[src/rtl/u8cw_pkg.sv]
`timescale 1ns / 1ps
// ----------------------------------------------------------------------------
// u8cw_pkg: shared types and tables for the UTF-8 column width decoder
// Holds the work record between front and back, and the combining ROM.
// ----------------------------------------------------------------------------
package u8cw_pkg;

   localparam int CpWidth    = 21;
   localparam int RomDepth   = 123;
   localparam int RomIdxBits = 7;
   localparam int QueueDepth = 2;

   // decoded character handed from the decoder front to the width back end
   typedef struct packed {
      logic               err;
      logic [CpWidth-1:0] cp;
      logic [2:0]         len;
   } work_type;

   typedef enum logic [1:0] {
      BK_IDLE,
      BK_SEARCH,
      BK_DONE
   } back_state_type;

   function automatic logic [2*CpWidth-1:0] rom_entry(input logic [RomIdxBits-1:0] idx);
      logic [2*CpWidth-1:0] e;
      e = '0;
      case (idx)
         7'd0: e = {21'h0300, 21'h0357};  7'd1: e = {21'h035D, 21'h036F};
         7'd2: e = {21'h0483, 21'h0486};  7'd3: e = {21'h0488, 21'h0489};
         7'd4: e = {21'h0591, 21'h05A1};  7'd5: e = {21'h05A3, 21'h05B9};
         7'd6: e = {21'h05BB, 21'h05BD};  7'd7: e = {21'h05BF, 21'h05BF};
         7'd8: e = {21'h05C1, 21'h05C2};  7'd9: e = {21'h05C4, 21'h05C4};
         7'd10: e = {21'h0600, 21'h0603}; 7'd11: e = {21'h0610, 21'h0615};
         7'd12: e = {21'h064B, 21'h0658}; 7'd13: e = {21'h0670, 21'h0670};
         7'd14: e = {21'h06D6, 21'h06E4}; 7'd15: e = {21'h06E7, 21'h06E8};
         7'd16: e = {21'h06EA, 21'h06ED}; 7'd17: e = {21'h070F, 21'h070F};
         7'd18: e = {21'h0711, 21'h0711}; 7'd19: e = {21'h0730, 21'h074A};
         7'd20: e = {21'h07A6, 21'h07B0}; 7'd21: e = {21'h0901, 21'h0902};
         7'd22: e = {21'h093C, 21'h093C}; 7'd23: e = {21'h0941, 21'h0948};
         7'd24: e = {21'h094D, 21'h094D}; 7'd25: e = {21'h0951, 21'h0954};
         7'd26: e = {21'h0962, 21'h0963}; 7'd27: e = {21'h0981, 21'h0981};
         7'd28: e = {21'h09BC, 21'h09BC}; 7'd29: e = {21'h09C1, 21'h09C4};
         7'd30: e = {21'h09CD, 21'h09CD}; 7'd31: e = {21'h09E2, 21'h09E3};
         7'd32: e = {21'h0A01, 21'h0A02}; 7'd33: e = {21'h0A3C, 21'h0A3C};
         7'd34: e = {21'h0A41, 21'h0A42}; 7'd35: e = {21'h0A47, 21'h0A48};
         7'd36: e = {21'h0A4B, 21'h0A4D}; 7'd37: e = {21'h0A70, 21'h0A71};
         7'd38: e = {21'h0A81, 21'h0A82}; 7'd39: e = {21'h0ABC, 21'h0ABC};
         7'd40: e = {21'h0AC1, 21'h0AC5}; 7'd41: e = {21'h0AC7, 21'h0AC8};
         7'd42: e = {21'h0ACD, 21'h0ACD}; 7'd43: e = {21'h0AE2, 21'h0AE3};
         7'd44: e = {21'h0B01, 21'h0B01}; 7'd45: e = {21'h0B3C, 21'h0B3C};
         7'd46: e = {21'h0B3F, 21'h0B3F}; 7'd47: e = {21'h0B41, 21'h0B43};
         7'd48: e = {21'h0B4D, 21'h0B4D}; 7'd49: e = {21'h0B56, 21'h0B56};
         7'd50: e = {21'h0B82, 21'h0B82}; 7'd51: e = {21'h0BC0, 21'h0BC0};
         7'd52: e = {21'h0BCD, 21'h0BCD}; 7'd53: e = {21'h0C3E, 21'h0C40};
         7'd54: e = {21'h0C46, 21'h0C48}; 7'd55: e = {21'h0C4A, 21'h0C4D};
         7'd56: e = {21'h0C55, 21'h0C56}; 7'd57: e = {21'h0CBC, 21'h0CBC};
         7'd58: e = {21'h0CBF, 21'h0CBF}; 7'd59: e = {21'h0CC6, 21'h0CC6};
         7'd60: e = {21'h0CCC, 21'h0CCD}; 7'd61: e = {21'h0D41, 21'h0D43};
         7'd62: e = {21'h0D4D, 21'h0D4D}; 7'd63: e = {21'h0DCA, 21'h0DCA};
         7'd64: e = {21'h0DD2, 21'h0DD4}; 7'd65: e = {21'h0DD6, 21'h0DD6};
         7'd66: e = {21'h0E31, 21'h0E31}; 7'd67: e = {21'h0E34, 21'h0E3A};
         7'd68: e = {21'h0E47, 21'h0E4E}; 7'd69: e = {21'h0EB1, 21'h0EB1};
         7'd70: e = {21'h0EB4, 21'h0EB9}; 7'd71: e = {21'h0EBB, 21'h0EBC};
         7'd72: e = {21'h0EC8, 21'h0ECD}; 7'd73: e = {21'h0F18, 21'h0F19};
         7'd74: e = {21'h0F35, 21'h0F35}; 7'd75: e = {21'h0F37, 21'h0F37};
         7'd76: e = {21'h0F39, 21'h0F39}; 7'd77: e = {21'h0F71, 21'h0F7E};
         7'd78: e = {21'h0F80, 21'h0F84}; 7'd79: e = {21'h0F86, 21'h0F87};
         7'd80: e = {21'h0F90, 21'h0F97}; 7'd81: e = {21'h0F99, 21'h0FBC};
         7'd82: e = {21'h0FC6, 21'h0FC6}; 7'd83: e = {21'h102D, 21'h1030};
         7'd84: e = {21'h1032, 21'h1032}; 7'd85: e = {21'h1036, 21'h1037};
         7'd86: e = {21'h1039, 21'h1039}; 7'd87: e = {21'h1058, 21'h1059};
         7'd88: e = {21'h1160, 21'h11FF}; 7'd89: e = {21'h1712, 21'h1714};
         7'd90: e = {21'h1732, 21'h1734}; 7'd91: e = {21'h1752, 21'h1753};
         7'd92: e = {21'h1772, 21'h1773}; 7'd93: e = {21'h17B4, 21'h17B5};
         7'd94: e = {21'h17B7, 21'h17BD}; 7'd95: e = {21'h17C6, 21'h17C6};
         7'd96: e = {21'h17C9, 21'h17D3}; 7'd97: e = {21'h17DD, 21'h17DD};
         7'd98: e = {21'h180B, 21'h180D}; 7'd99: e = {21'h18A9, 21'h18A9};
         7'd100: e = {21'h1920, 21'h1922}; 7'd101: e = {21'h1927, 21'h1928};
         7'd102: e = {21'h1932, 21'h1932}; 7'd103: e = {21'h1939, 21'h193B};
         7'd104: e = {21'h200B, 21'h200F}; 7'd105: e = {21'h202A, 21'h202E};
         7'd106: e = {21'h2060, 21'h2063}; 7'd107: e = {21'h206A, 21'h206F};
         7'd108: e = {21'h20D0, 21'h20EA}; 7'd109: e = {21'h302A, 21'h302F};
         7'd110: e = {21'h3099, 21'h309A}; 7'd111: e = {21'hFB1E, 21'hFB1E};
         7'd112: e = {21'hFE00, 21'hFE0F}; 7'd113: e = {21'hFE20, 21'hFE23};
         7'd114: e = {21'hFEFF, 21'hFEFF}; 7'd115: e = {21'hFFF9, 21'hFFFB};
         7'd116: e = {21'h1D167, 21'h1D169}; 7'd117: e = {21'h1D173, 21'h1D182};
         7'd118: e = {21'h1D185, 21'h1D18B}; 7'd119: e = {21'h1D1AA, 21'h1D1AD};
         7'd120: e = {21'hE0001, 21'hE0001}; 7'd121: e = {21'hE0020, 21'hE007F};
         7'd122: e = {21'hE0100, 21'hE01EF};
         default: e = '0;
      endcase
      return e;
   endfunction

endpackage

[src/rtl/u8cw_front.sv]
`timescale 1ns / 1ps
`default_nettype none
// ----------------------------------------------------------------------------
// u8cw_front: UTF-8 sequence decoder
// Gathers bytes into characters and flags malformed sequences.
// ----------------------------------------------------------------------------
module u8cw_front (
   input  wire logic              clock,
   input  wire logic              reset,
   input  wire logic              byte_valid,
   input  wire logic [7:0]        byte_data,
   output u8cw_pkg::work_type     work_out,
   output logic                   work_valid
);
   import u8cw_pkg::*;

   logic [1:0]         pend_ff, pend_in;
   logic [CpWidth-1:0] part_ff, part_in;
   logic [7:0]         lead_ff, lead_in;
   logic [7:0]         second_ff, second_in;
   logic [2:0]         total_ff, total_in;
   logic [2:0]         idx;
   logic [CpWidth-1:0] shifted;

   assign idx     = total_ff - {1'b0, pend_ff};
   assign shifted = {part_ff[CpWidth-7:0], byte_data[5:0]};

   always_comb begin
      pend_in = pend_ff; part_in = part_ff; lead_in = lead_ff;
      second_in = second_ff; total_in = total_ff;
      work_valid = 1'b0;
      work_out = '0;
      if (byte_valid) begin
         if (pend_ff == 2'd0) begin
            lead_in = byte_data;
            if (byte_data < 8'h80) begin
               work_valid = 1'b1;
               work_out.cp = {13'd0, byte_data};
               work_out.len = 3'd1;
               lead_in = '0;
            end else if (byte_data[7:5] == 3'b110 && byte_data[4:1] != 4'd0) begin
               part_in = {16'd0, byte_data[4:0]}; pend_in = 2'd1; total_in = 3'd2;
            end else if (byte_data[7:4] == 4'he) begin
               part_in = {17'd0, byte_data[3:0]}; pend_in = 2'd2; total_in = 3'd3;
            end else if (byte_data[7:3] == 5'h1e && byte_data <= 8'hf4) begin
               part_in = {18'd0, byte_data[2:0]}; pend_in = 2'd3; total_in = 3'd4;
            end else begin
               work_valid = 1'b1; work_out.err = 1'b1; lead_in = '0;
            end
         end else begin
            work_out.err = (byte_data[7:6] != 2'b10);
            if (idx == 3'd1) begin
               if ((lead_ff == 8'he0 && byte_data[7:5] == 3'b100) ||
                   (lead_ff == 8'hed && byte_data[7:5] == 3'b101) ||
                   (lead_ff == 8'hf0 && byte_data[7:4] == 4'h8) ||
                   (lead_ff == 8'hf4 && byte_data > 8'h8f))
                  work_out.err = 1'b1;
               second_in = byte_data;
            end else if (total_ff == 3'd3) begin
               if (lead_ff == 8'hef && second_ff == 8'hbf && byte_data[7:1] == 7'h5f)
                  work_out.err = 1'b1;
            end
            if (work_out.err) begin
               work_valid = 1'b1;
               pend_in = '0; part_in = '0; lead_in = '0; second_in = '0; total_in = '0;
            end else begin
               part_in = shifted;
               pend_in = pend_ff - 2'd1;
               if (pend_ff == 2'd1) begin
                  work_valid = 1'b1;
                  work_out.cp = shifted;
                  work_out.len = total_ff;
                  pend_in = '0; part_in = '0; lead_in = '0; second_in = '0;
                  total_in = '0;
               end
            end
         end
      end
   end

   always_ff @(posedge clock) begin
      if (reset) begin
         pend_ff <= '0; part_ff <= '0; lead_ff <= '0; second_ff <= '0; total_ff <= '0;
      end else begin
         pend_ff <= pend_in; part_ff <= part_in; lead_ff <= lead_in;
         second_ff <= second_in; total_ff <= total_in;
      end
   end
endmodule
`default_nettype wire

[config.mk]
export PLATFORM = sky130hd
export DESIGN_NAME = u8cw_front
export DESIGN_NICKNAME = d
export VERILOG_FILES = /design/src/rtl/u8cw_pkg.sv /design/src/rtl/u8cw_front.sv
export SDC_FILE = /design/constraint.sdc
export NUM_CORES = 1
export LEC_CHECK = 0
export BUFFER_PORTS_ARGS = -buffer_cell sky130_fd_sc_hd__buf_2
export CORE_MARGIN = 1.5
export CORE_UTILIZATION = 37
export DETAILED_ROUTE_END_ITERATION = 10
export PLACE_DENSITY = 0.6
export SLEW_MARGIN = 15
export SYNTH_ARGS = -nofsm -noshare
export SYNTH_HDL_FRONTEND = slang
export SYNTH_SLANG_ARGS = --single-unit
[constraint.sdc]
create_clock -name clock -period 3 [get_ports clock]
set_input_delay 0.3 -clock clock [delete_from_list [all_inputs] [get_ports clock]]
set_output_delay 0.3 -clock clock [all_outputs]
set_load 0.03 [all_outputs]
==> flow_summary.ini <==
[yosys]
synth_edf_count = 0
synthTopCellsByArea = dfxtp_1 39%, and2_1 7.4%, a22o_1 7.1%
ys_ff_latch = 36
synth_cells = 219
synthMostInstantiatedCell = dfxtp_1
synthMuxAreaShare = 0.00541
ys_top_cells_by_count = 36 x dfxtp_1, 27 x nor2_1, 22 x and2_1, 15 x a22o_1, 12 x nand2_1
synth_area_leader_cell = dfxtp_1
synth_top_area_share = 0.389
synthXorXnorAreaFrac = 0.00473
synth_top_family_by_area = simple AND/OR/NAND/NOR gates
ys_async_sr_fraction = 0
avgSynthCellArea_um2 = 8.45
synth_compound_area_frac = 0.228
synthFlopType = dfxtp_1
yosysWarningCount = 0
seq_area_frac_synth = 0.389
ys_types = 46
synthSimpleGateAreaFrac = 0.308
synth_fa_ha_area_frac = 0.0311
synth_area_um2 = 1850
synth_nets = 234

[route]
totalWireLength_um = 5150
ant_nets = 0
drc = 0
routed_via_density = 5.46
num_vias = 1806
routedWlPerCell_um = 15.6
drtIter0Drc = 111
first_pass_iters = 4

[worst_setup_path]
worst_setup_path_start_kind = register
slowest_stage = fa_2
critPathMaxFanout = 6
worstPathCellList = inv_2, ha_4, fa_2, nand3b_1, a2111oi_4, nor3b_4, or2_4, and2_4, buf_6
cp_top_family = simple AND/OR/NAND/NOR gates
cp.arrival_ps = 2690
endpoint = work_out[5]
critPathBufInv = 2
rr_startpoint = total_ff[0]
ff2ff_path_depth = 10
r2r-end = lead_ff[0]
crit_cells = 9
regToRegSetupSlack_ps = 380
critical_path.max_stage_delay_ps = 530
worstSetupEndpointType = output port
required_ps = 2700
setup.worst_path.start = total_ff[0]
critPathKind = reg -> out

[worst_hold_path]
hp-class = in -> reg
holdPathStages = 2

[cells_and_area]
final_area_um2 = 2440
synthToLayoutAreaGrowth_pct = 32.1
finalNonFillerCells = 331
antenna_cells = 0
n_fill_cell = 463
drive_gt1_frac = 0.303
layout.nets = 278

[outcome]
outcome = complete, no violations

[global_routing]
grt_overflow = 0
first_global_vias = 1615
antenna_found_initial = 0
grt_max_degree = 23
track_usage = 0.196
grt_first_pass_wirelength_um = 8020

[timing]
setup_viol = 0
fmax_mhz = 334
finalMaxSlewViolations = 0
hold_viol_final = 0
slew_headroom = 0.476
rsz0062_at_grt = yes
fin_ws_ps = 6.29
period_needed_ps = 2990
final.period_utilization = 0.998
timing.clock.skew_ps = 11.9
max_slew.worst_pin.slew_ps = 780

[die]
ios = 37
fp-row-count = 25
start_util = 0.387
dieArea_um2 = 5430
core_um2 = 4790
die_h_um = 73.7
die_w_um = 73.7

[clock_network]
h-tree-depth = 2
clk_latency_ps = 300
clockRootBuffer = clkbuf_8
cts_tree = yes
cts.sinks = 36
path_clk_slew_ps = 80
clockBufferDepth = 2
numCtsBuffers = 5

[placed_design]
pre_cts_ws_ps = 152
gp_congestion = 0.937
placedCellCount = 316
dpl.hpwl_um = 3440
port_buffers = 36
place_area_um2 = 2110

[pwr]
peakVddDrop_mv = 0.312
powerDensity_nw_per_um2 = 462
leakage_nw = 0.993

[job]
maxCapViolations = 0
==> cells in the final DEF (no fill, tap or decap), types with 7 or more instances in the layout <==
master / synthesis / final
a22o_1: 15 / 15
o21ai_0: 7 / 7
buf_2: 2 / 17
nor2_1: 27 / 26
a21oi_1: 10 / 9
buf_4: 0 / 14
nand3_1: 8 / 7
and2_1: 22 / 16
nand2_1: 12 / 11
dfxtp_1: 36 / 34
buf_6: 0 / 17
==> worst min-delay path by stage <==
stage | start | to | slack (ps)
floorplan | second_ff[6] | second_ff[6] | 420
global placement | second_ff[7] | second_ff[7] | 440
finish | byte_data[0] | second_ff[0] | 310
global route | byte_data[0] | second_ff[0] | 330
CTS | byte_data[0] | second_ff[0] | 300
detailed placement | second_ff[7] | second_ff[7] | 450
==> area by class of cell <==
type | instances | area [um^2] | area share
clock inverter | 2 | 10.0 | 0.00409
clock buffer | 6 | 82.6 | 0.0338
sequential | 36 | 723 | 0.296
tap | 67 | 83.8 | 0.0343
inverter | 5 | 18.8 | 0.00768
timing repair buffer | 48 | 382 | 0.156
multi-input combinational | 167 | 1140 | 0.468
==> layer usage <==
metal	part of all wire	routed length, um	GRT usage	up-vias
met5	0	0	0	-
met4	0.017	88	0.0802	0
met3	0.076	391	0.0535	10
met2	0.43	2230	0.264	61
met1	0.47	2440	0.289	848
li1	-	-	-	887
==> kinds of logic after synthesis <==
logic type / count (synthesis)
simple gates: 106
compound gates: 55
flops: 36
buf+inv: 16
fa+ha+maj: 4
xor+xnor: 1
mux: 1
==> power breakdown <==
group	internal, mW	leakage, nW	switching (mW)
Combinational	0.103	0.649	0.154
Sequential	0.496	0.292	0.0165
Clock	0.183	0.0510	0.177
Total	0.782	0.993	0.347
==> flip-flops by register name, indices dropped and copies added (netlist names) <==
register / count
part_ff: 15
second_ff: 8
pend_ff: 2
lead_ff: 8
total_ff: 3
==> per-stage QoR <==
step	utilization	power, mW	hold WS (ps)	TNS [ps]
floorplan	-	0.669	420	0
global placement	0.441	0.738	438	0
detailed placement	0.441	0.735	445	0
CTS	0.467	1.10	300	0
global route	0.511	1.18	328	-1660
finish	0.511	1.13	308	0
==> what timing repair did <==
| action | 4_1_cts | 5_1_grt |
|---|---|---|
| setup endpoints to repair | 19 | 25 |
| pin swaps | 2 | 12 |
| buffers inserted | 2 | 6 |
| cloned | 0 | 0 |
| hold buffers | 0 | 0 |
| gates resized for setup | 3 | 72 |
(Power assumes the default switching activity.)
