$ cat config.mk
export PLATFORM = sky130hd
export DESIGN_NAME = u8cw_queue
export DESIGN_NICKNAME = d
export VERILOG_FILES = /design/src/rtl/u8cw_pkg.sv /design/src/rtl/u8cw_queue.sv
export SDC_FILE = /design/constraint.sdc
export NUM_CORES = 1
export LEC_CHECK = 0
export CAP_MARGIN = 20
export CORE_MARGIN = 4
export CORE_UTILIZATION = 65
export CTS_CLUSTER_SIZE = 24
export DETAILED_ROUTE_END_ITERATION = 7
export DONT_BUFFER_PORTS = 1
export GPL_TIMING_DRIVEN = 0
export PLACE_DENSITY = 0.83
export RECOVER_POWER = 100
export SLEW_MARGIN = 15
export SYNTH_ARGS = -nofsm -noshare
export SYNTH_HDL_FRONTEND = slang
export SYNTH_SLANG_ARGS = --single-unit
$ cat constraint.sdc
create_clock -name clock -period 5.2 [get_ports clock]
set_input_delay 0.26 -clock clock [delete_from_list [all_inputs] [get_ports clock]]
set_output_delay 0.26 -clock clock [all_outputs]
set_load 0.01 [all_outputs]
$ cat src/rtl/u8cw_pkg.sv
`timescale 1ns / 1ps
// ----------------------------------------------------------------------------
// u8cw_pkg: shared types and tables for the UTF-8 column width decoder
// Holds the work record between front and back, and the combining ROM.
// ----------------------------------------------------------------------------
package u8cw_pkg;

   localparam int CpWidth    = 21;
   localparam int RomDepth   = 123;
   localparam int RomIdxBits = 7;
   localparam int QueueDepth = 2;

   // decoded character handed from the decoder front to the width back end
   typedef struct packed {
      logic               err;
      logic [CpWidth-1:0] cp;
      logic [2:0]         len;
   } work_type;

   typedef enum logic [1:0] {
      BK_IDLE,
      BK_SEARCH,
      BK_DONE
   } back_state_type;

   function automatic logic [2*CpWidth-1:0] rom_entry(input logic [RomIdxBits-1:0] idx);
      logic [2*CpWidth-1:0] e;
      e = '0;
      case (idx)
         7'd0: e = {21'h0300, 21'h0357};  7'd1: e = {21'h035D, 21'h036F};
         7'd2: e = {21'h0483, 21'h0486};  7'd3: e = {21'h0488, 21'h0489};
         7'd4: e = {21'h0591, 21'h05A1};  7'd5: e = {21'h05A3, 21'h05B9};
         7'd6: e = {21'h05BB, 21'h05BD};  7'd7: e = {21'h05BF, 21'h05BF};
         7'd8: e = {21'h05C1, 21'h05C2};  7'd9: e = {21'h05C4, 21'h05C4};
         7'd10: e = {21'h0600, 21'h0603}; 7'd11: e = {21'h0610, 21'h0615};
         7'd12: e = {21'h064B, 21'h0658}; 7'd13: e = {21'h0670, 21'h0670};
         7'd14: e = {21'h06D6, 21'h06E4}; 7'd15: e = {21'h06E7, 21'h06E8};
         7'd16: e = {21'h06EA, 21'h06ED}; 7'd17: e = {21'h070F, 21'h070F};
         7'd18: e = {21'h0711, 21'h0711}; 7'd19: e = {21'h0730, 21'h074A};
         7'd20: e = {21'h07A6, 21'h07B0}; 7'd21: e = {21'h0901, 21'h0902};
         7'd22: e = {21'h093C, 21'h093C}; 7'd23: e = {21'h0941, 21'h0948};
         7'd24: e = {21'h094D, 21'h094D}; 7'd25: e = {21'h0951, 21'h0954};
         7'd26: e = {21'h0962, 21'h0963}; 7'd27: e = {21'h0981, 21'h0981};
         7'd28: e = {21'h09BC, 21'h09BC}; 7'd29: e = {21'h09C1, 21'h09C4};
         7'd30: e = {21'h09CD, 21'h09CD}; 7'd31: e = {21'h09E2, 21'h09E3};
         7'd32: e = {21'h0A01, 21'h0A02}; 7'd33: e = {21'h0A3C, 21'h0A3C};
         7'd34: e = {21'h0A41, 21'h0A42}; 7'd35: e = {21'h0A47, 21'h0A48};
         7'd36: e = {21'h0A4B, 21'h0A4D}; 7'd37: e = {21'h0A70, 21'h0A71};
         7'd38: e = {21'h0A81, 21'h0A82}; 7'd39: e = {21'h0ABC, 21'h0ABC};
         7'd40: e = {21'h0AC1, 21'h0AC5}; 7'd41: e = {21'h0AC7, 21'h0AC8};
         7'd42: e = {21'h0ACD, 21'h0ACD}; 7'd43: e = {21'h0AE2, 21'h0AE3};
         7'd44: e = {21'h0B01, 21'h0B01}; 7'd45: e = {21'h0B3C, 21'h0B3C};
         7'd46: e = {21'h0B3F, 21'h0B3F}; 7'd47: e = {21'h0B41, 21'h0B43};
         7'd48: e = {21'h0B4D, 21'h0B4D}; 7'd49: e = {21'h0B56, 21'h0B56};
         7'd50: e = {21'h0B82, 21'h0B82}; 7'd51: e = {21'h0BC0, 21'h0BC0};
         7'd52: e = {21'h0BCD, 21'h0BCD}; 7'd53: e = {21'h0C3E, 21'h0C40};
         7'd54: e = {21'h0C46, 21'h0C48}; 7'd55: e = {21'h0C4A, 21'h0C4D};
         7'd56: e = {21'h0C55, 21'h0C56}; 7'd57: e = {21'h0CBC, 21'h0CBC};
         7'd58: e = {21'h0CBF, 21'h0CBF}; 7'd59: e = {21'h0CC6, 21'h0CC6};
         7'd60: e = {21'h0CCC, 21'h0CCD}; 7'd61: e = {21'h0D41, 21'h0D43};
         7'd62: e = {21'h0D4D, 21'h0D4D}; 7'd63: e = {21'h0DCA, 21'h0DCA};
         7'd64: e = {21'h0DD2, 21'h0DD4}; 7'd65: e = {21'h0DD6, 21'h0DD6};
         7'd66: e = {21'h0E31, 21'h0E31}; 7'd67: e = {21'h0E34, 21'h0E3A};
         7'd68: e = {21'h0E47, 21'h0E4E}; 7'd69: e = {21'h0EB1, 21'h0EB1};
         7'd70: e = {21'h0EB4, 21'h0EB9}; 7'd71: e = {21'h0EBB, 21'h0EBC};
         7'd72: e = {21'h0EC8, 21'h0ECD}; 7'd73: e = {21'h0F18, 21'h0F19};
         7'd74: e = {21'h0F35, 21'h0F35}; 7'd75: e = {21'h0F37, 21'h0F37};
         7'd76: e = {21'h0F39, 21'h0F39}; 7'd77: e = {21'h0F71, 21'h0F7E};
         7'd78: e = {21'h0F80, 21'h0F84}; 7'd79: e = {21'h0F86, 21'h0F87};
         7'd80: e = {21'h0F90, 21'h0F97}; 7'd81: e = {21'h0F99, 21'h0FBC};
         7'd82: e = {21'h0FC6, 21'h0FC6}; 7'd83: e = {21'h102D, 21'h1030};
         7'd84: e = {21'h1032, 21'h1032}; 7'd85: e = {21'h1036, 21'h1037};
         7'd86: e = {21'h1039, 21'h1039}; 7'd87: e = {21'h1058, 21'h1059};
         7'd88: e = {21'h1160, 21'h11FF}; 7'd89: e = {21'h1712, 21'h1714};
         7'd90: e = {21'h1732, 21'h1734}; 7'd91: e = {21'h1752, 21'h1753};
         7'd92: e = {21'h1772, 21'h1773}; 7'd93: e = {21'h17B4, 21'h17B5};
         7'd94: e = {21'h17B7, 21'h17BD}; 7'd95: e = {21'h17C6, 21'h17C6};
         7'd96: e = {21'h17C9, 21'h17D3}; 7'd97: e = {21'h17DD, 21'h17DD};
         7'd98: e = {21'h180B, 21'h180D}; 7'd99: e = {21'h18A9, 21'h18A9};
         7'd100: e = {21'h1920, 21'h1922}; 7'd101: e = {21'h1927, 21'h1928};
         7'd102: e = {21'h1932, 21'h1932}; 7'd103: e = {21'h1939, 21'h193B};
         7'd104: e = {21'h200B, 21'h200F}; 7'd105: e = {21'h202A, 21'h202E};
         7'd106: e = {21'h2060, 21'h2063}; 7'd107: e = {21'h206A, 21'h206F};
         7'd108: e = {21'h20D0, 21'h20EA}; 7'd109: e = {21'h302A, 21'h302F};
         7'd110: e = {21'h3099, 21'h309A}; 7'd111: e = {21'hFB1E, 21'hFB1E};
         7'd112: e = {21'hFE00, 21'hFE0F}; 7'd113: e = {21'hFE20, 21'hFE23};
         7'd114: e = {21'hFEFF, 21'hFEFF}; 7'd115: e = {21'hFFF9, 21'hFFFB};
         7'd116: e = {21'h1D167, 21'h1D169}; 7'd117: e = {21'h1D173, 21'h1D182};
         7'd118: e = {21'h1D185, 21'h1D18B}; 7'd119: e = {21'h1D1AA, 21'h1D1AD};
         7'd120: e = {21'hE0001, 21'hE0001}; 7'd121: e = {21'hE0020, 21'hE007F};
         7'd122: e = {21'hE0100, 21'hE01EF};
         default: e = '0;
      endcase
      return e;
   endfunction

endpackage

$ cat src/rtl/u8cw_queue.sv
`timescale 1ns / 1ps
`default_nettype none
// ----------------------------------------------------------------------------
// u8cw_queue: small FIFO between decoder and width lookup
// Holds decoded characters while the lookup runs.
// ----------------------------------------------------------------------------
module u8cw_queue #(
   parameter int Depth = u8cw_pkg::QueueDepth
) (
   input  wire logic              clock,
   input  wire logic              reset,
   input  wire logic              push,
   input  u8cw_pkg::work_type     push_data,
   input  wire logic              pop,
   output u8cw_pkg::work_type     head,
   output logic                   not_empty,
   output logic                   full
);
   import u8cw_pkg::*;
   localparam int AW = (Depth > 1) ? $clog2(Depth) : 1;

   work_type          mem_ff [Depth];
   logic [AW-1:0]     rd_ff, rd_in, wr_ff, wr_in;
   logic [AW:0]       cnt_ff, cnt_in;

   function automatic logic [AW-1:0] bump(input logic [AW-1:0] p);
      return (p == AW'(Depth - 1)) ? '0 : p + 1'b1;
   endfunction

   assign not_empty = (cnt_ff != '0);
   assign full      = (cnt_ff == (AW+1)'(Depth));
   assign head      = mem_ff[rd_ff];

   always_comb begin
      rd_in  = pop  ? bump(rd_ff) : rd_ff;
      wr_in  = push ? bump(wr_ff) : wr_ff;
      cnt_in = cnt_ff + (AW+1)'(push) - (AW+1)'(pop);
   end

   always_ff @(posedge clock) begin
      if (push) mem_ff[wr_ff] <= push_data;
   end

   always_ff @(posedge clock) begin
      if (reset) begin
         rd_ff <= '0; wr_ff <= '0; cnt_ff <= '0;
      end else begin
         rd_ff <= rd_in; wr_ff <= wr_in; cnt_ff <= cnt_in;
      end
   end
endmodule
`default_nettype wire

==> results of run 1 <==
## kinds of logic (layout without fill, tap and decap cells)
group,Yosys count,after routing
adders and majority gates,2,2
buffers and inverters,5,37
and+or+nand+nor,9,9
muxes,25,25
xor gates and xnor gates,3,3
DFF,55,55
## state kept, by name, summed over array words and instances, names as in the netlist, named ones only
signal,flops
cnt_ff,2
wr_ff,1
rd_ff,1
mem_ff,50
## what timing repair did
action	CTS	global route
endpoints found under the hold margin	55	0
hold buffers	26	0
setup buffers	0	0
resized for setup	0	0
## power by group through the flow
stage / Sequential [mW] / Clock [mW] / Combinational, mW
after detailed placement: 0.536 / 0 / 0.108
after CTS: 0.526 / 0.165 / 0.127
after global placement: 0.534 / 0 / 0.104
final: 0.525 / 0.157 / 0.102
after global routing: 0.529 / 0.181 / 0.112
after floorplan: 0.532 / 0 / 0.0934
## synth_stat cells, drive strengths merged
cell type	instances	area (um2)
and2	1	6.260
buf	3	51.30
dfxtp	5	100.1
edfxtp	50	1501
ha	2	25.02
inv	2	7.510
mux2	25	356.6
nor2	4	15.01
nor2b	3	18.77
or2	1	6.260
xnor2	2	17.52
xnor3	1	22.52
## layer usage
layer / routed length (um) / share of wire, %
met2: 1829 / 54
met1: 1218 / 36
met4: 119 / 3.5
met5: 0 / 0
met3: 214 / 6.3
## area by class of cell
cell class | instances | share of cell area [%]
Inverter | 2 | 0.3158
Timing Repair Buffer | 26 | 10.95
Sequential cell | 55 | 67.37
Clock buffer | 6 | 1.737
Tap cell | 44 | 2.316
Multi-Input combinational cell | 39 | 16.84
Buffer | 3 | 0.4737
## through the flow
step | setup WS, ns | total power, mW
5_1_grt | 2.433 | 0.8217
2_1_floorplan | 3.330 | 0.6256
3_3_place_gp | 2.811 | 0.6378
6_report | 2.826 | 0.7843
4_1_cts | 3.441 | 0.8172
3_5_place_dp | 3.460 | 0.6444
## path summary, 6_finish.rpt
check	slack, ns	endpoint	from	cells past startpoint
hold / removal	0.06	wr_ff	push	2
setup / recovery	2.83	mem_ff[0][19]	wr_ff	1
hold reg to reg	0.57	flip-flop	rd_ff	2
setup reg to reg	2.83	mem_ff[0][19]	wr_ff	1
==> metrics, run 1 <==
Final nets ~160; post-layout min period around 2.4 ns; Clk Latency, worst-skew pair 0.35 ns; drt total wl around 3400 um; Crit. End Element flip-flop; fin crit share between 40% and 50%; Worst path max stage delay between 1.5 and 2 ns; post-synthesis to final-layout area growth 11.70%; Compound-Gate Fraction of Synth Area 0%; ant diodes 0; Core Area 3103 um2; distinct cell type count after synthesis 14; register share of total power approximately two thirds; root buffer cell clkbuf_4; CP delay by family, top simple AND/OR/NAND/NOR gates; Int Pwr 609.8 uW; Post-Layout Cell Count approximately 180; gr usage total a little under a fifth; final hold viol count 0; wire per inst 19.32 um; met3 Usage GRT around 7%; commonest non-fill, non-tap cells in the layout edfxtp_1 (50), dlygate4sd3_1 (26), mux2_1 (22), dfxtp_1 (5), clkbuf_4 (5); slew margin rel. -44.23%; sequential cell area about 1600 um2; Net Sw Frac between 20% and 30%; adder-cell share of the synthesized area under 10%; Critical Path Source Type flip-flop; failing checks max-capacitance violations, max-slew violations; first-pass GRT wire length roughly 5300 um; DR iter-0 viols 44; Total Die Area around 4300 um2; Yosys reg bits 55; Worst-Margin Slew roughly 2.2 ns; combinational share of power approximately an eighth; DP HPWL about 2000 um; Longest Clk Path Bufs 2; Vias approximately 940; GR met2 Demand/Resource between 20% and 30%; WP buf/inv 0; worst path required time about 5 ns; vias in the first global route about 1.1k; largest net degree at the start of global routing 26; gr busiest metal met2; Setup violations, final 0; largest family of logic cells by synthesized area multiplexers; clock slew at reported path FFs 0.12 ns; Initial Util 68.59%; Die Width between 60 and 70 um; Final Instance Area approximately 2400 um2; status finished, violations left; Avg Synthesized Cell Area 21.50 um2; clk_skew 0.002789 ns; Core Rows 20; Placer Congestion about 0.58; DIE HEIGHT 65.22 um; multi-input logic area ~400 um2; post-synthesis xor/xnor area fraction ~1.9%; RSZ-0062 raised after global routing false; peak supply drop around 280 uV; Hold Path Class in2reg; CTS Buf Count 5; Hold WS 0.05855 ns; mux share of post-synthesis cell area 16.75%; fill count approximately 220; pwr dens approximately 330 nW/um2; CTS tree built; number of buffers added on ports 0; syn nets 130; register area share after synthesis ~75%; drt drc 0; Synth Instances just under 100; clk sink count 55; slowest stage cell, crit path nor2b_1; Mapped Area 2128 um2; synth warn 0; commonest non-fill, non-tap cell in the layout edfxtp_1; M1 GR Usage about a fifth; clock power share 20.0%; Final ANT Viol Nets 0; drt first pass iters 4; dpl cell area between 2000 and 2500 um2; simple-gate area share of the yosys netlist about 2.2%; H-tree depth 2; initial antenna violation count 0; worst setup path class reg2reg; NetSw between 150 and 200 uW; overflow left after global routing 0; CP arrival around 2.3 ns; Final TNS setup 0 ns; fin util about three quarters; Lkg Pwr 0.8138 nW; worst-path maximum fanout 25; placed cell count 143; Max Slew Vio Count 52; critical path, cell by cell nor2b_1; share of layout cells above drive strength 1 6.870%; Ports 56; Max Cap Viol 2; fmax between 400 and 500 MHz; via/cell ratio between 5 and 6
(Power assumes the default switching activity.)
==> inputs of run 2 (changes only) <==
--- a/config.mk
+++ b/config.mk
@@ -5,14 +5,15 @@
 export SDC_FILE = /design/constraint.sdc
 export NUM_CORES = 1
 export LEC_CHECK = 0
+export ABC_AREA = 1
 export CAP_MARGIN = 20
 export CORE_MARGIN = 4
-export CORE_UTILIZATION = 65
+export CORE_UTILIZATION = 55
 export CTS_CLUSTER_SIZE = 24
 export DETAILED_ROUTE_END_ITERATION = 7
 export DONT_BUFFER_PORTS = 1
 export GPL_TIMING_DRIVEN = 0
-export PLACE_DENSITY = 0.83
+export PLACE_DENSITY = 0.75
 export RECOVER_POWER = 100
 export SLEW_MARGIN = 15
 export SYNTH_ARGS = -nofsm -noshare
==> constraint.sdc (replaced) <==
create_clock -name clock -period 1.98 [get_ports clock]
set_input_delay 0.099 -clock clock [delete_from_list [all_inputs] [get_ports clock]]
set_output_delay 0.099 -clock clock [all_outputs]
set_load 0.01 [all_outputs]
==> metrics, run 2 <==
status complete, no violations; Max Cap Viol 0; critical path, cell by cell buf_6, dlymetal6s2s_1, mux2_4; Final Instance Area 2501 um2; Hold Path Class in2reg; via/cell ratio ~5.0; Avg Synthesized Cell Area 19.57 um2; DP HPWL 2123 um; register area share after synthesis about 75%; number of synthesized flops with an enable pin 50; commonest non-fill, non-tap cell in the layout edfxtp_1; clk_skew around 0.006 ns; number of buffers added on ports 0; Core Area around 3700 um2; post-CTS sizing 0; share of layout cells above drive strength 1 14.58%; list of most frequent post-synthesis cells edfxtp_1 (50), mux2_4 (20), inv_1 (8), nor2_1 (7); Worst path max stage delay 0.51 ns; initial antenna violation count 0; drt first pass iters 4; Vias between 900 and 1k; gr usage total between 10% and 20%; Critical Path Source Type flip-flop; post-synthesis xor/xnor area fraction less than 1%; H-tree depth 2; commonest non-fill, non-tap cells in the layout edfxtp_1 (50), dlygate4sd3_1 (28), mux2_1 (13), mux2_4 (12), inv_1 (8); DR iter-0 viols 13; Longest Clk Path Bufs 2; CTS tree built; count leader, synth edfxtp_1; overflow left after global routing 0; Final nets ~180; CTS Hold Bufs 28; first-pass GRT wire length 5043 um; Total Power between 2 and 2.5 mW; vias in the first global route roughly 1k; post-synthesis to final-layout area growth 17.24%; slowest stage cell, crit path dlymetal6s2s_1; Clk Latency, worst-skew pair a little under 0.3 ns; Final TNS setup 0 ns; Die Width 70.28 um; DIE HEIGHT approximately 70 um; clock slew at reported path FFs approximately 0.080 ns; Ports 56; Max Slew Vio Count 0; post-layout min period about 1.7 ns; max reg flops 50; top post-synthesis cells by area edfxtp_1 (70%), mux2_4 (14%), dfxtp_1 (4.7%), mux2_2 (2.6%), buf_12 (1.9%); clk sink count 55; CP delay by family, top buffers and inverters; Core Rows 22; Crit. End Element output pin; Synth Instances roughly 110; Hold WS 0.07606 ns; root buffer cell clkbuf_8; simple-gate area share of the yosys netlist 2.581%; CTS Buf Count 5; drt total wl roughly 3300 um; Initial Util between 50% and 60%; Lkg Pwr between 0.9 and 1 nW; Synth area leader edfxtp_1; slew margin rel. 16.31%; largest net degree at the start of global routing 27; synth warn 0; worst path required time 1.88 ns; Compound-Gate Fraction of Synth Area 0.2346%; Post CTS Setup Buffer Count 0; worst setup path class reg2out; syn nets 140; wire per inst about 17 um; peak supply drop approximately 540 uV; mux share of post-synthesis cell area between 10% and 20%; worst-path maximum fanout 10; Final ANT Viol Nets 0; top flop regs mem_ff: 50 flops, cnt_ff: 2 flops; final hold viol count 0; distinct cell type count after synthesis 14; largest family of logic cells by synthesized area multiplexers; fin crit share 87.35%; Top reg by flops mem_ff; Yosys reg bits 55; Worst-Margin Slew ~1.3 ns; RSZ-0062 raised after global routing false; pwr dens just under 900 nW/um2; CP arrival between 1.5 and 2 ns; Yosys top cell area share ~70%; Total Die Area around 4900 um2; Setup violations, final 0; Placer Congestion roughly 0.67; dpl cell area around 2200 um2; Mapped Area 2133 um2; ant diodes 0; fmax 578.2 MHz; adder-cell share of the synthesized area around 1.2%; WP buf/inv 2; drt drc 0; Post-synth top flop edfxtp_1; Async SR Flop Fraction 0%
-- run 2: area by class of cell --
cell class	count	area [um2]
Buffer	3	28.78
Fill cell	273	1215
Inverter	8	30.03
Clock buffer	5	68.82
Clock inverter	2	8.758
Multi-Input combinational cell	43	422.9
Sequential cell	55	1602
Tap cell	48	60.06
Timing Repair Buffer	28	280.3
-- run 2: final timing paths --
path         startpoint            end  slack [ns]  cells past startpoint
max           flip-flop        head[1]        0.25                      3
min                push      cnt_ff[0]        0.08                      3
max reg2reg       wr_ff  mem_ff[0][10]        0.30                      1
min reg2reg       rd_ff          rd_ff        0.52                      2
-- run 2: power breakdown --
part | total [mW] | switching [mW] | internal (mW)
logic | 0.272 | 0.146 | 0.126
clock network | 0.549 | 0.313 | 0.236
registers | 1.36 | 0.0188 | 1.34
-- run 2: through the flow --
step           instances  util (%)  worst slack (ns)
6_report             192     67.31            0.2504
3_5_place_dp         157     59.23            0.3632
2_1_floorplan        109         -            0.1843
4_1_cts              192     68.86            0.3484
3_3_place_gp         157     59.02           -0.3043
5_1_grt              192     67.31            0.1599
-- run 2: logic make-up after synthesis --
logic type	after synthesis
AOI/OAI and AO/OA	1
xor gates and xnor gates	1
adders and majority gates	2
buffers and inverters	11
DFF	55
muxes	25
and+or+nand+nor	14
-- run 2: per-layer routing --
| metal | GRT usage (%) | vias up | share of wire (%) |
|---|---|---|---|
| met1 | 14.11 | 456 | 38 |
| met5 | 0 | - | 0 |
| met3 | 3.885 | 5 | 5.3 |
| met4 | 5.745 | 0 | 1.4 |
| li1 | - | 467 | - |
| met2 | 24.95 | 31 | 55 |
==> inputs of run 3 (changes only) <==
--- a/config.mk
+++ b/config.mk
@@ -5,9 +5,8 @@
 export SDC_FILE = /design/constraint.sdc
 export NUM_CORES = 1
 export LEC_CHECK = 0
-export ABC_AREA = 1
+export ABC_CLOCK_PERIOD_IN_PS = 1980
 export CAP_MARGIN = 20
-export CORE_MARGIN = 4
 export CORE_UTILIZATION = 55
 export CTS_CLUSTER_SIZE = 24
 export DETAILED_ROUTE_END_ITERATION = 7
==> metrics, run 3 (same netlist as run 1, synthesis figures left out) <==
Clk Latency, worst-skew pair around 0.30 ns; root buffer cell clkbuf_8; Crit. End Element output pin; Final nets 166; clk_skew 0.003702 ns; R2R Path End mem_ff[1][1]; post-CTS sizing 0; worst setup slack after layout 0.4147 ns; drt drc 0; WP buf/inv 2; reg-to-reg slack, setup 0.50 ns; Lkg Pwr slightly below 0.9 nW; top flop regs mem_ff: 50 flops, cnt_ff: 2 flops; slowest stage cell, crit path mux2_1; fmax between 600 and 700 MHz; Critical Path Source Type flip-flop; worst path required time 1.88 ns; Post CTS Setup Buffer Count 0; Setup violations, final 0; Levels on crit path 3; wire per inst around 16 um; post-synthesis to final-layout area growth 17.87%; Ports 56; DIE HEIGHT 64.21 um; DR iter-0 viols 36; max reg flops 50; commonest non-fill, non-tap cells in the layout edfxtp_1 (50), dlygate4sd3_1 (28), mux2_1 (20), dfxtp_1 (5), clkbuf_8 (5); CP delay by family, top buffers and inverters; commonest non-fill, non-tap cell in the layout edfxtp_1; Core Rows 22; Top reg by flops mem_ff; vias in the first global route between 900 and 1k; fin crit share 79.05%; final hold viol count 0; R2R Path Start wr_ff; drt first pass iters 5; clk sink count between 50 and 60; Worst path max stage delay about 0.42 ns; Worst-Margin Slew 0.7175 ns; Vias between 900 and 1k; reg2reg path depth 2; Total Die Area 4122 um2; CP endpoint head[12]; RSZ-0062 raised after global routing false; drt total wl 3019 um; critical path, cell by cell buf_6, clkbuf_2, mux2_1; Max Slew Vio Count 0; ant diodes 0; peak supply drop a little under 700 uV; Core Area about 3700 um2; gr usage total between 10% and 20%; via/cell ratio between 5 and 6; Total Power between 2 and 2.5 mW; worst-path maximum fanout 10; CTS tree built; share of layout cells above drive strength 1 13.24%; Placer Congestion just under 0.6; CTS Hold Bufs 28; CP arrival 1.47 ns; Max Cap Viol 0; Final Instance Area between 2000 and 3000 um2; dpl cell area between 2000 and 2500 um2; initial antenna violation count 0; pre-CTS WS around 0.23 ns; CTS Buf Count 5; slew margin rel. 52.07%; status complete, no violations; number of buffers added on ports 0; first-pass GRT wire length roughly 4500 um; Final ANT Viol Nets 0; Initial Util 57.70%; clock slew at reported path FFs 0.08 ns; overflow left after global routing 0; largest net degree at the start of global routing 26; Hold Path Class in2reg; H-tree depth 2; post-layout min period about 1.6 ns; pwr dens ~930 nW/um2; Longest Clk Path Bufs 2; Die Width about 64 um; worst setup path class reg2out; fin util between 60% and 70%
[run 3: cell types whose count changed in the layout (fill, tap and decap cells not counted), moves of 2 or more]
cell and delta:
nor2b_1 +2, mux2_4 -8, mux2_1 +7, nor2_1 -2
inv_1 -6, nand2_1 -5
[run 3: how the worst min path moves through the flow]
stage | startpoint | end | slack (ns) | cells past startpoint
CTS | push | cnt_ff[0] | 0.03 | 2
detailed placement | reset | cnt_ff[1] | 0.17 | 1
global placement | reset | cnt_ff[0] | 0.17 | 1
floorplan | reset | cnt_ff[0] | 0.17 | 1
finish | push | cnt_ff[0] | 0.05 | 2
global route | push | cnt_ff[0] | 0.06 | 2
[run 3: where the power goes]
| part | internal, mW | leakage [nW] | switching (mW) |
|---|---|---|---|
| registers | 1.35 | 0.511 | 0.0242 |
| clock network | 0.370 | 0.0556 | 0.320 |
| logic | 0.135 | 0.318 | 0.143 |
[run 3: metrics by stage]
stage | TNS (ns) | std cells | hold slack, ns
3_3_place_gp | -9.997 | 147 | 0.1727
3_5_place_dp | 0 | 147 | 0.1741
6_report | 0 | 184 | 0.04552
4_1_cts | 0 | 183 | 0.03428
5_1_grt | 0 | 184 | 0.05883
2_1_floorplan | 0 | 99 | 0.1706
[run 3: layer usage]
metal  global-route usage [%]  share of wire, %
met1                    16.46                38
met2                    26.06                52
met3                    7.857               7.7
met4                    6.111               2.3
met5                        0                 0
[run 3: area by class of cell]
cell class / instances / area (um2)
plain buffers: 3 / 21.27
fillers: 258 / 1180
well taps: 48 / 60.06
repair buffers: 29 / 295.3
clock inverters: 3 / 38.79
flip-flops and latches: 55 / 1602
clock buffers: 5 / 68.82
multi-input cells: 39 / 415.4
inverters: 2 / 7.507
[run 3: worst reg2reg max path, delay by kind of cell (launching register included)]
family	cells	cell delay, ns
buf+inv	1	0.26
flops	1	0.42
simple gates	1	0.51
